<file path="config.mk">
export PLATFORM = sky130hd
export DESIGN_NAME = path_normalizer
export DESIGN_NICKNAME = d
export VERILOG_FILES = /design/src/rtl/core/pn_pkg.sv /design/src/rtl/core/pn_char_mem.sv /design/src/rtl/core/pn_seg_mem.sv /design/src/rtl/core/pn_parser.sv /design/src/rtl/core/pn_emitter.sv /design/src/rtl/core/path_normalizer.sv
export SDC_FILE = /design/constraint.sdc
export NUM_CORES = 2
export LEC_CHECK = 0
export BUFFER_PORTS_ARGS = -buffer_cell sky130_fd_sc_hd__buf_2
export CAP_MARGIN = 5
export CORE_MARGIN = 5
export CORE_UTILIZATION = 60
export CTS_CLUSTER_SIZE = 12
export DETAILED_ROUTE_END_ITERATION = 10
export GPL_TIMING_DRIVEN = 1
export PLACE_DENSITY = 0.81
export SETUP_SLACK_MARGIN = 0.05
export SYNTH_ARGS = -nofsm -noshare
export SYNTH_HDL_FRONTEND = slang
export SYNTH_SLANG_ARGS = --single-unit
</file>
<file path="constraint.sdc">
create_clock -name clk -period 17.2 [get_ports clk]
set_clock_uncertainty 0.2 [all_clocks]
set_input_delay 0.86 -clock clk [delete_from_list [all_inputs] [get_ports clk]]
set_output_delay 0.86 -clock clk [all_outputs]
set_load 0.01 [all_outputs]
</file>
<file path="src/rtl/core/pn_pkg.sv">
// ----------------------------------------------------------------------------
// pn_pkg
// Shared types, constants and helpers for the path normalizer.
// ----------------------------------------------------------------------------
package pn_pkg;

    localparam int PATH_BYTES   = 64;
    localparam int MAX_SEGMENTS = 64;

    localparam int CFG_W  = 7;
    localparam int CHAR_W = 8;
    localparam int ADDR_W = $clog2(PATH_BYTES);
    localparam int SEG_AW = (MAX_SEGMENTS > 1) ? $clog2(MAX_SEGMENTS) : 1;
    localparam int CNT_W  = $clog2(MAX_SEGMENTS + 1);
    localparam int SEG_W  = 2 * CFG_W;

    localparam logic [CHAR_W-1:0] CHAR_SLASH = 8'h2F;
    localparam logic [CHAR_W-1:0] CHAR_DOT   = 8'h2E;
    localparam logic [CHAR_W-1:0] CHAR_NUL   = 8'h00;

    localparam logic [CFG_W-1:0] BUF_RESET = 7'd64;
    localparam logic [CFG_W-1:0] MIN_SIZE  = 7'd2;

    typedef logic [CFG_W-1:0] len_t;

    typedef struct packed {
        logic              en;
        logic [ADDR_W-1:0] addr;
        logic [CHAR_W-1:0] data;
    } char_wr_t;

    typedef struct packed {
        logic              en;
        logic [SEG_AW-1:0] addr;
        logic [SEG_W-1:0]  data;
    } seg_wr_t;

    // Status from the parser to the emitter.
    typedef struct packed {
        logic             term;
        logic [CNT_W-1:0] stack_depth;
    } path_info_t;

    typedef enum logic [2:0] {
        EM_IDLE,
        EM_START,
        EM_SEG_EVAL,
        EM_BYTES,
        EM_SEG_END,
        EM_SEG_NEXT,
        EM_FINISH
    } em_state_t;

    // Buffer size saturated to the range the datapath supports.
    function automatic len_t eff_size(input len_t v);
        len_t r;
        r = v;
        if (v < MIN_SIZE) r = MIN_SIZE;
        if (v > CFG_W'(PATH_BYTES)) r = CFG_W'(PATH_BYTES);
        return r;
    endfunction

endpackage

</file>
<file path="src/rtl/core/pn_char_mem.sv">
// ----------------------------------------------------------------------------
// pn_char_mem
// Byte store for the incoming path: one write port, one registered read port.
// ----------------------------------------------------------------------------
module pn_char_mem
    import pn_pkg::*;
(
    input  logic              clk,
    input  char_wr_t          wr,
    input  logic [ADDR_W-1:0] raddr,
    output logic [CHAR_W-1:0] rdata
);

    logic [CHAR_W-1:0] mem [PATH_BYTES];
    logic [CHAR_W-1:0] rdata_reg;

    always_ff @(posedge clk)
    begin
        if (wr.en)
        begin
            mem[wr.addr] <= wr.data;
        end
        rdata_reg <= mem[raddr];
    end

    assign rdata = rdata_reg;

endmodule

</file>
<file path="src/rtl/core/pn_seg_mem.sv">
// ----------------------------------------------------------------------------
// pn_seg_mem
// Segment stack storage: each entry holds a start index and a length.
// ----------------------------------------------------------------------------
module pn_seg_mem
    import pn_pkg::*;
(
    input  logic              clk,
    input  seg_wr_t           wr,
    input  logic [SEG_AW-1:0] raddr,
    output logic [SEG_W-1:0]  rdata
);

    logic [SEG_W-1:0] mem [MAX_SEGMENTS];
    logic [SEG_W-1:0] rdata_reg;

    always_ff @(posedge clk)
    begin
        if (wr.en)
        begin
            mem[wr.addr] <= wr.data;
        end
        rdata_reg <= mem[raddr];
    end

    assign rdata = rdata_reg;

endmodule

</file>
<file path="src/rtl/core/pn_parser.sv">
// ----------------------------------------------------------------------------
// pn_parser
// Stores incoming bytes and maintains the segment stack as components close.
// ----------------------------------------------------------------------------
module pn_parser
    import pn_pkg::*;
(
    input  logic              clk,
    input  logic              rst_n,
    input  logic              accept,
    input  logic [CHAR_W-1:0] path_char,
    input  len_t              size,
    input  logic              done,
    output char_wr_t          char_wr,
    output seg_wr_t           seg_wr,
    output path_info_t        info
);

    len_t             pos_reg, pos_next;
    len_t             cstart_reg, cstart_next;
    logic             dot0_reg, dot0_next;
    logic             dot1_reg, dot1_next;
    logic [CNT_W-1:0] count_reg, count_next;

    len_t limit;
    len_t close_end;
    len_t close_len;
    logic do_close;
    logic is_dot;
    logic is_slash;

    always_comb
    begin
        limit    = size - CFG_W'(1);
        is_dot   = (path_char == CHAR_DOT);
        is_slash = (path_char == CHAR_SLASH);

        pos_next    = pos_reg;
        cstart_next = cstart_reg;
        dot0_next   = dot0_reg;
        dot1_next   = dot1_reg;
        count_next  = count_reg;
        char_wr     = '{en: 1'b0, addr: pos_reg[ADDR_W-1:0], data: path_char};
        do_close    = 1'b0;
        close_end   = pos_reg;

        if (accept && path_char != CHAR_NUL)
        begin
            if (pos_reg == '0 && !is_slash)
            begin
                // Implicit leading slash: position 0 is never read back.
                cstart_next = CFG_W'(1);
                if (CFG_W'(1) < limit)
                begin
                    char_wr.en   = 1'b1;
                    char_wr.addr = ADDR_W'(1);
                    pos_next     = CFG_W'(2);
                    dot0_next    = is_dot;
                end
                else
                begin
                    pos_next = CFG_W'(1);
                end
            end
            else if (pos_reg < limit)
            begin
                char_wr.en = 1'b1;
                pos_next   = pos_reg + CFG_W'(1);
                if (is_slash)
                begin
                    do_close    = 1'b1;
                    cstart_next = pos_reg + CFG_W'(1);
                end
                else
                begin
                    if (pos_reg == cstart_reg) dot0_next = is_dot;
                    if (pos_reg == cstart_reg + CFG_W'(1)) dot1_next = is_dot;
                end
            end
        end
        else if (accept)
        begin
            // Terminator closes the last component and rewinds the input.
            do_close    = 1'b1;
            pos_next    = '0;
            cstart_next = '0;
        end

        close_len = close_end - cstart_reg;
        seg_wr    = '{en: 1'b0, addr: count_reg[SEG_AW-1:0],
                      data: {cstart_reg, close_len}};
        if (do_close && close_end > cstart_reg)
        begin
            if (close_len == CFG_W'(1) && dot0_reg)
            begin
                count_next = count_reg;
            end
            else if (close_len == CFG_W'(2) && dot0_reg && dot1_reg)
            begin
                if (count_reg != '0) count_next = count_reg - CNT_W'(1);
            end
            else if (count_reg < CNT_W'(MAX_SEGMENTS))
            begin
                seg_wr.en  = 1'b1;
                count_next = count_reg + CNT_W'(1);
            end
        end

        if (done) count_next = '0;
    end

    always_ff @(posedge clk or negedge rst_n)
    begin
        if (!rst_n)
        begin
            pos_reg    <= '0;
            cstart_reg <= '0;
            dot0_reg   <= 1'b0;
            dot1_reg   <= 1'b0;
            count_reg  <= '0;
        end
        else
        begin
            pos_reg    <= pos_next;
            cstart_reg <= cstart_next;
            dot0_reg   <= dot0_next;
            dot1_reg   <= dot1_next;
            count_reg  <= count_next;
        end
    end

    assign info.term        = accept && (path_char == CHAR_NUL);
    assign info.stack_depth = count_reg;

endmodule

</file>
<file path="src/rtl/core/pn_emitter.sv">
// ----------------------------------------------------------------------------
// pn_emitter
// Walks the segment stack and streams the rebuilt path from the byte store.
// ----------------------------------------------------------------------------
module pn_emitter
    import pn_pkg::*;
(
    input  logic              clk,
    input  logic              rst_n,
    input  path_info_t        info,
    input  len_t              size,
    input  logic [SEG_W-1:0]  seg_rdata,
    input  logic [CHAR_W-1:0] char_rdata,
    output logic [SEG_AW-1:0] seg_raddr,
    output logic [ADDR_W-1:0] char_raddr,
    output logic              busy,
    output logic              done,
    output logic              out_valid,
    output logic [CHAR_W-1:0] out_char,
    output logic              out_last
);

    em_state_t state_reg, state_next;

    len_t              b_reg, b_next;
    len_t              pos_reg, pos_next;
    len_t              rem_reg, rem_next;
    logic [CNT_W-1:0]  s_reg, s_next;
    logic [ADDR_W-1:0] cidx_reg, cidx_next;
    logic              rd_vld_reg, rd_vld_next;
    logic              pend_vld_reg, pend_vld_next;
    logic [CHAR_W-1:0] pend_char_reg, pend_char_next;
    logic              out_valid_reg, out_valid_next;
    logic [CHAR_W-1:0] out_char_reg, out_char_next;
    logic              out_last_reg, out_last_next;

    len_t             seg_begin;
    len_t             seg_len;
    len_t             len_eff;
    logic [CFG_W:0]   sum_w;
    logic             fits;
    logic             allow_ok;
    logic             slash_ok;
    logic [CNT_W-1:0] s_plus;
    logic             last_seg;
    logic             new_vld;
    logic [CHAR_W-1:0] new_char;

    always_comb
    begin
        seg_begin = seg_rdata[SEG_W-1:CFG_W];
        seg_len   = seg_rdata[CFG_W-1:0];
        sum_w     = {1'b0, pos_reg} + {1'b0, seg_len} + (CFG_W+1)'(1);
        fits      = sum_w < {1'b0, b_reg};
        allow_ok  = {1'b0, b_reg} > ({1'b0, pos_reg} + (CFG_W+1)'(2));
        len_eff   = fits ? seg_len : (b_reg - pos_reg - CFG_W'(2));
        slash_ok  = ({1'b0, pos_reg} + (CFG_W+1)'(1)) < {1'b0, b_reg};
        s_plus    = s_reg + CNT_W'(1);
        last_seg  = (s_plus == info.stack_depth);
    end

    // Next state.
    always_comb
    begin
        state_next = state_reg;
        case (state_reg)
            EM_IDLE:
            begin
                if (info.term) state_next = EM_START;
            end
            EM_START:
            begin
                state_next = (info.stack_depth == '0) ? EM_FINISH : EM_SEG_EVAL;
            end
            EM_SEG_EVAL:
            begin
                state_next = (!fits && !allow_ok) ? EM_FINISH : EM_BYTES;
            end
            EM_BYTES:
            begin
                if (rem_reg == CFG_W'(1)) state_next = EM_SEG_END;
            end
            EM_SEG_END:
            begin
                state_next = EM_SEG_NEXT;
            end
            EM_SEG_NEXT:
            begin
                state_next = (last_seg || !slash_ok) ? EM_FINISH : EM_SEG_EVAL;
            end
            EM_FINISH:
            begin
                state_next = EM_IDLE;
            end
            default:
            begin
                state_next = EM_IDLE;
            end
        endcase
    end

    // Outputs of the sequencer.
    always_comb
    begin
        busy       = (state_reg != EM_IDLE);
        done       = (state_reg == EM_FINISH);
        char_raddr = cidx_reg;
        new_vld    = rd_vld_reg;
        new_char   = char_rdata;
        case (state_reg)
            EM_START:
            begin
                seg_raddr = '0;
                new_vld   = 1'b1;
                new_char  = CHAR_SLASH;
            end
            EM_SEG_NEXT:
            begin
                seg_raddr = s_plus[SEG_AW-1:0];
                if (!last_seg && slash_ok)
                begin
                    new_vld  = 1'b1;
                    new_char = CHAR_SLASH;
                end
            end
            default:
            begin
                seg_raddr = s_reg[SEG_AW-1:0];
            end
        endcase
    end

    // Datapath.
    always_comb
    begin
        b_next         = b_reg;
        pos_next       = pos_reg;
        rem_next       = rem_reg;
        s_next         = s_reg;
        cidx_next      = cidx_reg;
        rd_vld_next    = (state_reg == EM_BYTES);
        pend_vld_next  = pend_vld_reg;
        pend_char_next = pend_char_reg;
        out_valid_next = 1'b0;
        out_char_next  = out_char_reg;
        out_last_next  = 1'b0;

        case (state_reg)
            EM_IDLE:
            begin
                b_next = size;
            end
            EM_START:
            begin
                pos_next = CFG_W'(1);
                s_next   = '0;
            end
            EM_SEG_EVAL:
            begin
                cidx_next = seg_begin[ADDR_W-1:0];
                rem_next  = len_eff;
                pos_next  = pos_reg + len_eff;
            end
            EM_BYTES:
            begin
                cidx_next = cidx_reg + ADDR_W'(1);
                rem_next  = rem_reg - CFG_W'(1);
            end
            EM_SEG_NEXT:
            begin
                if (!last_seg && slash_ok)
                begin
                    pos_next = pos_reg + CFG_W'(1);
                    s_next   = s_plus;
                end
            end
            default:
            begin
                b_next = b_reg;
            end
        endcase

        // One byte of holdback so the final byte can carry the last flag.
        if (new_vld)
        begin
            pend_vld_next  = 1'b1;
            pend_char_next = new_char;
            if (pend_vld_reg)
            begin
                out_valid_next = 1'b1;
                out_char_next  = pend_char_reg;
            end
        end
        else if (state_reg == EM_FINISH)
        begin
            pend_vld_next  = 1'b0;
            out_valid_next = 1'b1;
            out_char_next  = pend_char_reg;
            out_last_next  = 1'b1;
        end
    end

    always_ff @(posedge clk or negedge rst_n)
    begin
        if (!rst_n)
        begin
            state_reg     <= EM_IDLE;
            rd_vld_reg    <= 1'b0;
            pend_vld_reg  <= 1'b0;
            out_valid_reg <= 1'b0;
            out_last_reg  <= 1'b0;
            s_reg         <= '0;
            rem_reg       <= '0;
        end
        else
        begin
            state_reg     <= state_next;
            rd_vld_reg    <= rd_vld_next;
            pend_vld_reg  <= pend_vld_next;
            out_valid_reg <= out_valid_next;
            out_last_reg  <= out_last_next;
            s_reg         <= s_next;
            rem_reg       <= rem_next;
        end
    end

    always_ff @(posedge clk)
    begin
        b_reg         <= b_next;
        pos_reg       <= pos_next;
        cidx_reg      <= cidx_next;
        pend_char_reg <= pend_char_next;
        out_char_reg  <= out_char_next;
    end

    assign out_valid = out_valid_reg;
    assign out_char  = out_char_reg;
    assign out_last  = out_last_reg;

endmodule

</file>
<file path="src/rtl/core/path_normalizer.sv">
// ----------------------------------------------------------------------------
// path_normalizer
// Canonicalizes an absolute path streamed in one byte per transaction.
// ----------------------------------------------------------------------------
// Loading: one path byte per cycle; busy stays low until the zero terminator.
// The terminator raises busy; busy falls as the byte with out_last is output.
// The receiver cannot stall; out_valid marks each byte for exactly one cycle.
// Reset (rst_n, asynchronous) clears the control state and sets buffer_size to
// 64; the byte and segment memories are not cleared and need no clearing pass.
// ----------------------------------------------------------------------------
module path_normalizer
    import pn_pkg::*;
(
    input  logic              clk,
    input  logic              rst_n,
    input  logic              start,
    output logic              busy,
    input  logic [CHAR_W-1:0] path_char,
    input  logic              cfg_we,
    input  logic [CFG_W-1:0]  cfg_data,
    output logic              out_valid,
    output logic [CHAR_W-1:0] out_char,
    output logic              out_last
);

    // The buffer size register limits both the stored input and the output.
    len_t buffer_size_reg;
    len_t size;

    logic              accept;
    char_wr_t          char_wr;
    seg_wr_t           seg_wr;
    path_info_t        info;
    logic [SEG_AW-1:0] seg_raddr;
    logic [SEG_W-1:0]  seg_rdata;
    logic [ADDR_W-1:0] char_raddr;
    logic [CHAR_W-1:0] char_rdata;
    logic              done;

    always_ff @(posedge clk or negedge rst_n)
    begin
        if (!rst_n)
        begin
            buffer_size_reg <= BUF_RESET;
        end
        else if (cfg_we)
        begin
            buffer_size_reg <= cfg_data;
        end
    end

    // Out-of-range sizes saturate to the supported range of 2 to 64 bytes.
    assign size   = eff_size(buffer_size_reg);

    // A transaction is taken whenever the emitter is idle.
    assign accept = start && !busy;

    // The parser writes each byte that fits into the store and pushes or pops the
    // segment stack when a slash or the terminator closes a component.
    pn_parser u_parser (
        .clk       (clk),
        .rst_n     (rst_n),
        .accept    (accept),
        .path_char (path_char),
        .size      (size),
        .done      (done),
        .char_wr   (char_wr),
        .seg_wr    (seg_wr),
        .info      (info)
    );

    pn_char_mem u_char_mem (
        .clk   (clk),
        .wr    (char_wr),
        .raddr (char_raddr),
        .rdata (char_rdata)
    );

    pn_seg_mem u_seg_mem (
        .clk   (clk),
        .wr    (seg_wr),
        .raddr (seg_raddr),
        .rdata (seg_rdata)
    );

    // The emitter replays the segment stack from the bottom, trims segments
    // that would overflow the buffer, and inserts separators between them.
    pn_emitter u_emitter (
        .clk        (clk),
        .rst_n      (rst_n),
        .info       (info),
        .size       (size),
        .seg_rdata  (seg_rdata),
        .char_rdata (char_rdata),
        .seg_raddr  (seg_raddr),
        .char_raddr (char_raddr),
        .busy       (busy),
        .done       (done),
        .out_valid  (out_valid),
        .out_char   (out_char),
        .out_last   (out_last)
    );

endmodule

</file>
-- Word level (Yosys, flattened, before mapping)
Memory sizes are Yosys's and may differ from the RTL's. A register that Yosys moved wholly into a read port is not among the register bits.
Cells that the tools add are included.
- register bits: 87
- bits in writable memories: 1408
- input bits: 19
- output and inout bits: 11
- logic and storage cells: 181
- memories kept: 2
- add/subtract/negate cells: 17
- order comparisons: 9
- equality and inequality tests: 24
- mux-type cells: 67
- bitwise logic cells: 2
- reductions and logical operators: 42
- memory list (name ; depth ; bits a word ; read ports ; clocked after memory_dff ; write ports ; RTL line ; source):
    u_seg_mem.mem ; 64 ; 14 ; 1 ; 1 ; 1 ; pn_seg_mem.sv:14 ; logic [SEG_W-1:0] mem [MAX_SEGMENTS];
    u_char_mem.mem ; 64 ; 8 ; 1 ; 1 ; 1 ; pn_char_mem.sv:14 ; logic [CHAR_W-1:0] mem [PATH_BYTES];
- operators with widths (operator ; count):
    7-bit two-way mux ; 21
    7-bit by 1-bit adder with 7-bit output (second input constant) ; 5
    8-bit two-way mux ; 4
    7-bit case mux with 2 select lines ; 2
    1-bit two-way mux ; 27
    6-bit case mux with 2 select lines ; 2
    7-bit == test ; 3
    7-bit case mux with 3 select lines ; 1
    7-bit by 1-bit subtractor with 7-bit output (second input constant) ; 3
    3-bit case mux with 6 select lines ; 1
    8-bit by 6-bit == test with 1-bit output (second input constant) ; 2
    8-bit by 7-bit less-than comparator with 1-bit output ; 2
    8-bit case mux with 2 select lines ; 1
    3-bit two-way mux ; 5
    7-bit by 1-bit == test with 1-bit output (second input constant) ; 2
    7-bit logical NOT ; 2
    2-bit nonzero test ; 7
    7-bit subtractor ; 2
    1-bit logical AND ; 10
    2-bit != test (second input constant) ; 5
    2-bit AND reduction ; 5
    5-bit AND reduction ; 2
    3-bit == test (second input constant) ; 3
    3-bit nonzero test ; 3
    other kinds (32) ; 41

-- Depth between registers and ports, before layout
- depth in word-level cells: 12
- mapped depth: 26

-- By module
From an unflattened synthesis, not the netlist that was laid out.
- cell total of the unflattened synthesis: 3321
- area, all modules: 62394.8 um^2
- by module, submodules not included (module ; times used ; cells an instance ; area an instance (um^2) ; seq. area each (um^2)):
    pn_seg_mem ; 1 ; 1571 ; 34878.5 ; 27186.1
    pn_char_mem ; 1 ; 940 ; 20166.8 ; 15534.9
    pn_emitter ; 1 ; 472 ; 4409.2 ; 1606.5
    pn_parser ; 1 ; 310 ; 2617.5 ; 575.6
    path_normalizer ; 1 ; 28 ; 322.8 ; 176.4

-- Worst setup path after synthesis
Ideal clock, no wire load.
- path type: register to register
- from: reg u_parser.cstart_reg[0]
- to: mem u_seg_mem.mem[47][0] (netlist bit), enable pin
- setup time: 0.400 ns
- arrival: 5.871 ns
- data required time: 16.600 ns
- slack: 10.730 ns
- stages on the path, launching flop included: 13
- path buffers: 0
- period minus slack after synthesis: 6.470 ns
- path through: dfrtp_1 > ha_1 > inv_1 > fa_1 > a21o_1 > a21o_1 > xor2_1 > o21ba_2 > o2111ai_2 > or2_2 > ha_1 > nand4_1 > nor3_1
- RTL lines (item ; RTL line ; source):
    start, declared ; pn_parser.sv:20 ; len_t cstart_reg, cstart_next;
    start signal, assigned ; pn_parser.sv:125 ; cstart_reg <= cstart_next;
    end, declared ; pn_seg_mem.sv:14 ;

-- Worst setup path in the final report
- from: reg u_parser.cstart_reg[1]
- to: mem u_seg_mem.mem[48][0] (netlist bit), enable pin
- cells in the longest elaborated chain, start to end: 9
- elaborated cells between the ends (all ways): 13
- those cells by class: add/sub (1); order compare (1); eq/ne (2); mux (5); reduce/logical (4)
- RTL lines (item ; RTL line ; source):
    7-bit subtractor ; pn_parser.sv:89 ; close_len = close_end - cstart_reg;
    7-bit by 2-bit == test with 1-bit output ; pn_parser.sv:98 ; else if (close_len == CFG_W'(2) && dot0_reg && dot1_reg)
    1-bit logical AND (2 in series) ; pn_parser.sv:98 ;
    1-bit two-way mux ; pn_parser.sv:98 ;
    1-bit two-way mux ; pn_parser.sv:94 ; if (close_len == CFG_W'(1) && dot0_reg)
    1-bit two-way mux (*) ; pn_parser.sv:92 ; if (do_close && close_end > cstart_reg)
    1-bit two-way mux (*) ; pn_seg_mem.sv:19 ; if (wr.en)
    1-bit two-way mux (not written as such) (*) ; pn_seg_mem.sv:21 ; mem[wr.addr] <= wr.data;
Every way passes the cells marked *; elsewhere a longest branch is shown, timed or not.

==> summary.txt <==
Status
  • Outcome: finished, final reports clean

Global routing
  • Vias in the first global route: 35000
  • Total Routing Usage GR: 0.280
  • Largest net degree at the start of global routing: 209
  • First-pass GRT wire length: 224000 um
  • Total gr overflow: 0
  • Initial antenna violation count: 3

Pwr
  • Switching fraction of total power: 0.330
  • Cell-internal power: 6.88 mW
  • P_sw: 3.39 mW
  • Combinational Power Share: 0.297
  • Clock network fraction of total power: 0.286
  • Leakage: 22.6 nW
  • Pwr dens: 156 nW/um^2
  • Reg power frac: 0.418
  • Peak supply drop: 160 uV

Worst setup path
  • Worst Path Arrival: 6.46 ns
  • CP Buf/Inv Count: 2
  • CP Launch Type: flop
  • Largest delay share family, worst path: simple AND/OR/NAND/NOR gates
  • Slowest-stage cell, CP: nor2_1
  • CP max stage delay: 0.94 ns
  • Crit-path cells: buf_4 -> inv_1 -> ha_1 -> nor2b_1 -> o21ai_0 -> a21boi_0 -> o32ai_1 -> o2111ai_2 -> or2_2 -> ha_1 -> nand2b_1 -> nor3_1 -> nand2_1 -> nor2_1
  • CP Class: flop to flop
  • Crit. End Element: flop
  • Crit path max fanout: 69
  • Setup crit start: u_parser.cstart_reg[1]
  • Worst reg2reg startpoint: u_parser.cstart_reg[1]
  • CP required: 17.36 ns
  • Crit-path most repeated cell: ha_1

Synth
  • Mapped Nets: 4066
  • Post-synth EDFFs: 1380
  • Post-synth top flop: edfxtp_1
  • Mapped cell area: 60300 sq um
  • Fraction of registers with async set/reset: 0.0351
  • Synth unique cells: 80
  • Sequential share of the synthesized area: 0.715
  • Syn Area/Cell: 15.2 sq um
  • Mapped Cells: 3968
  • Warnings from Yosys: 0
  • Yosys reg bits: 1452

Clocking
  • Clock Latency Late Sink: 0.76 ns
  • CTS tree: yes
  • Cts bufs inserted: 146
  • Post-cts sizing count: 0
  • H-tree Lvls: 4
  • CTS root buffer: clkbuf_16
  • Clock sinks: 1452
  • Clk buf depth: 3
  • Worst-path clk slew: 0.06 ns
  • Post-CTS Hold Buffers: 0
  • Post-CTS setup buffer count: 0

Placed design
  • Post-Place Cells: 5120
  • GP Congestion: 0.906
  • Port-buffer cells: 29
  • Post-DP HPWL: 84800 um
  • DP Worst Slack: 11.00 ns

Floorplan
  • Initial Utilization: 0.603
  • Die H: 327 um
  • Die span in x: 327 um
  • Row count: 116
  • Die area: 107000 sq um
  • Core area: 100000 sq um
  • Ports: 30

Detailed routing
  • Drt first pass iters: 8
  • Wire length per cell: 28.3 um
  • Routed vias: 35200
  • DR iter-0 viols: 4889
  • Vias/cell: 6.59
  • DRC: 0
  • Post-route ant nets: 0
  • Total Wirelength: 151000 um

Run
  • Max Cap Viol: 0

STA
  • Setup TNS Final: 0 ns
  • Fin crit period: 6.30 ns
  • Final setup viols: 0
  • FMAX: 159 MHz
  • Final Cycle Share: 0.366
  • Final Slew Violations: 0
  • Final hold slack: 0.00772 ns
  • Actual slew at the worst max-slew pin: 1.34 ns
  • RSZ-0062 raised after global routing: no
  • Worst setup margin: 10.90 ns
  • Rel. slew slack: 0.106
  • Final hold violations: 0

Hold path
  • Hold Crit Class: primary input to async pin

Layout
  • Non-Filler Instances: 5349
  • Share of layout cells above drive strength 1: 0.121
  • Layout area overhead: 9.23%
  • Max FFs per register: 832
  • Final #Nets: 4069
  • Final Util: 0.659
  • Fill count: 6294
-- path summary, 6_finish.rpt --
check | slack [ns] | cells past startpoint | end
hold / removal | 0.008 | 2 | u_emitter.rem_reg[4]
min in group clk | 0.13 | 3 | buffer_size_reg[4]
max in group asynchronous | 16.25 | 2 | u_parser.cstart_reg[0]
setup / recovery | 10.90 | 14 | u_seg_mem.mem[48][0]
hold reg to reg | 0.22 | 0 | u_emitter.out_char[3]
setup reg to reg | 10.90 | 14 | u_seg_mem.mem[48][0]
-- cells in the final DEF, fill, tap and decap left out, types with 29 or more instances in the layout --
master	synthesis	layout
a21oi_1	36	35
o21ai_0	47	46
mux4_2	168	168
o2111ai_1	41	41
buf_2	86	29
mux2i_1	217	217
clkbuf_1	109	44
edfxtp_1	1380	1380
nor2_1	187	184
clkbuf_16	0	148
inv_1	62	60
dfrtp_1	50	44
nand3_1	365	365
a32oi_1	52	52
xnor2_1	40	40
ha_1	74	74
nand2_1	720	720
buf_4	0	49
-- power by group through the flow --
stage | logic [mW] | registers (mW) | clock network, mW
after CTS | 3.02 | 4.29 | 2.95
after global routing | 3.27 | 4.30 | 3.11
final | 3.05 | 4.29 | 2.94
after global placement | 2.90 | 4.36 | 0
after floorplan | 2.12 | 4.32 | 0
after detailed placement | 2.98 | 4.36 | 0
-- through the flow --
stage | instance area, sq um | power, mW
2_1_floorplan | 60300 | 6.44
3_3_place_gp | 61600 | 7.26
3_5_place_dp | 61600 | 7.34
4_1_cts | 65900 | 10.3
5_1_grt | 65900 | 10.7
6_report | 65900 | 10.3
-- logic make-up (layout without fill, tap and decap cells) --
family	after synthesis	in the layout	synth area share
compound gates	281	281	0.0355
fa+ha+maj	79	79	0.0170
other cells	0	1	0
buf+inv	290	372	0.0206
flops	1452	1452	0.715
simple gates	1414	1414	0.103
xor+xnor	58	58	0.00865
mux	394	394	0.100
-- synthesized netlist by cell type, drive strengths merged (20+ instances only) --
library cell	count	area (sq um)
a21oi	36	180
a32oi	52	455
and4	20	175
buf	117	592
clkbuf	109	409
dfrtp	50	1250
dfxtp	21	420
edfxtp	1380	41400
ha	74	926
inv	64	240
mux2i	217	2170
mux4	168	3780
nand2	720	2700
nand3	365	1830
nor2	187	702
nor3	23	120
o2111ai	43	389
o21ai	49	245
xnor2	40	350
-- routing by layer --
metal  global-route usage  share of wire
met2                0.456           0.49
met5                    0       0.000086
met3               0.0597          0.094
met1                0.356           0.35
met4                0.156          0.066
-- area by class of cell --
| type | count | area (sq um) | area share |
|---|---|---|---|
| Tap cell | 1298 | 1620 | 0.0246 |
| Clock buffer | 196 | 3920 | 0.0595 |
| Inverter | 64 | 240 | 0.00365 |
| Antenna cell | 1 | 2.50 | 0.0000380 |
| Multi-Input combinational cell | 2226 | 16100 | 0.244 |
| Clock inverter | 31 | 314 | 0.00477 |
| Sequential cell | 1452 | 43100 | 0.655 |
| Timing Repair Buffer | 81 | 573 | 0.00870 |
Note: power is estimated with default switching activity, not from simulation.
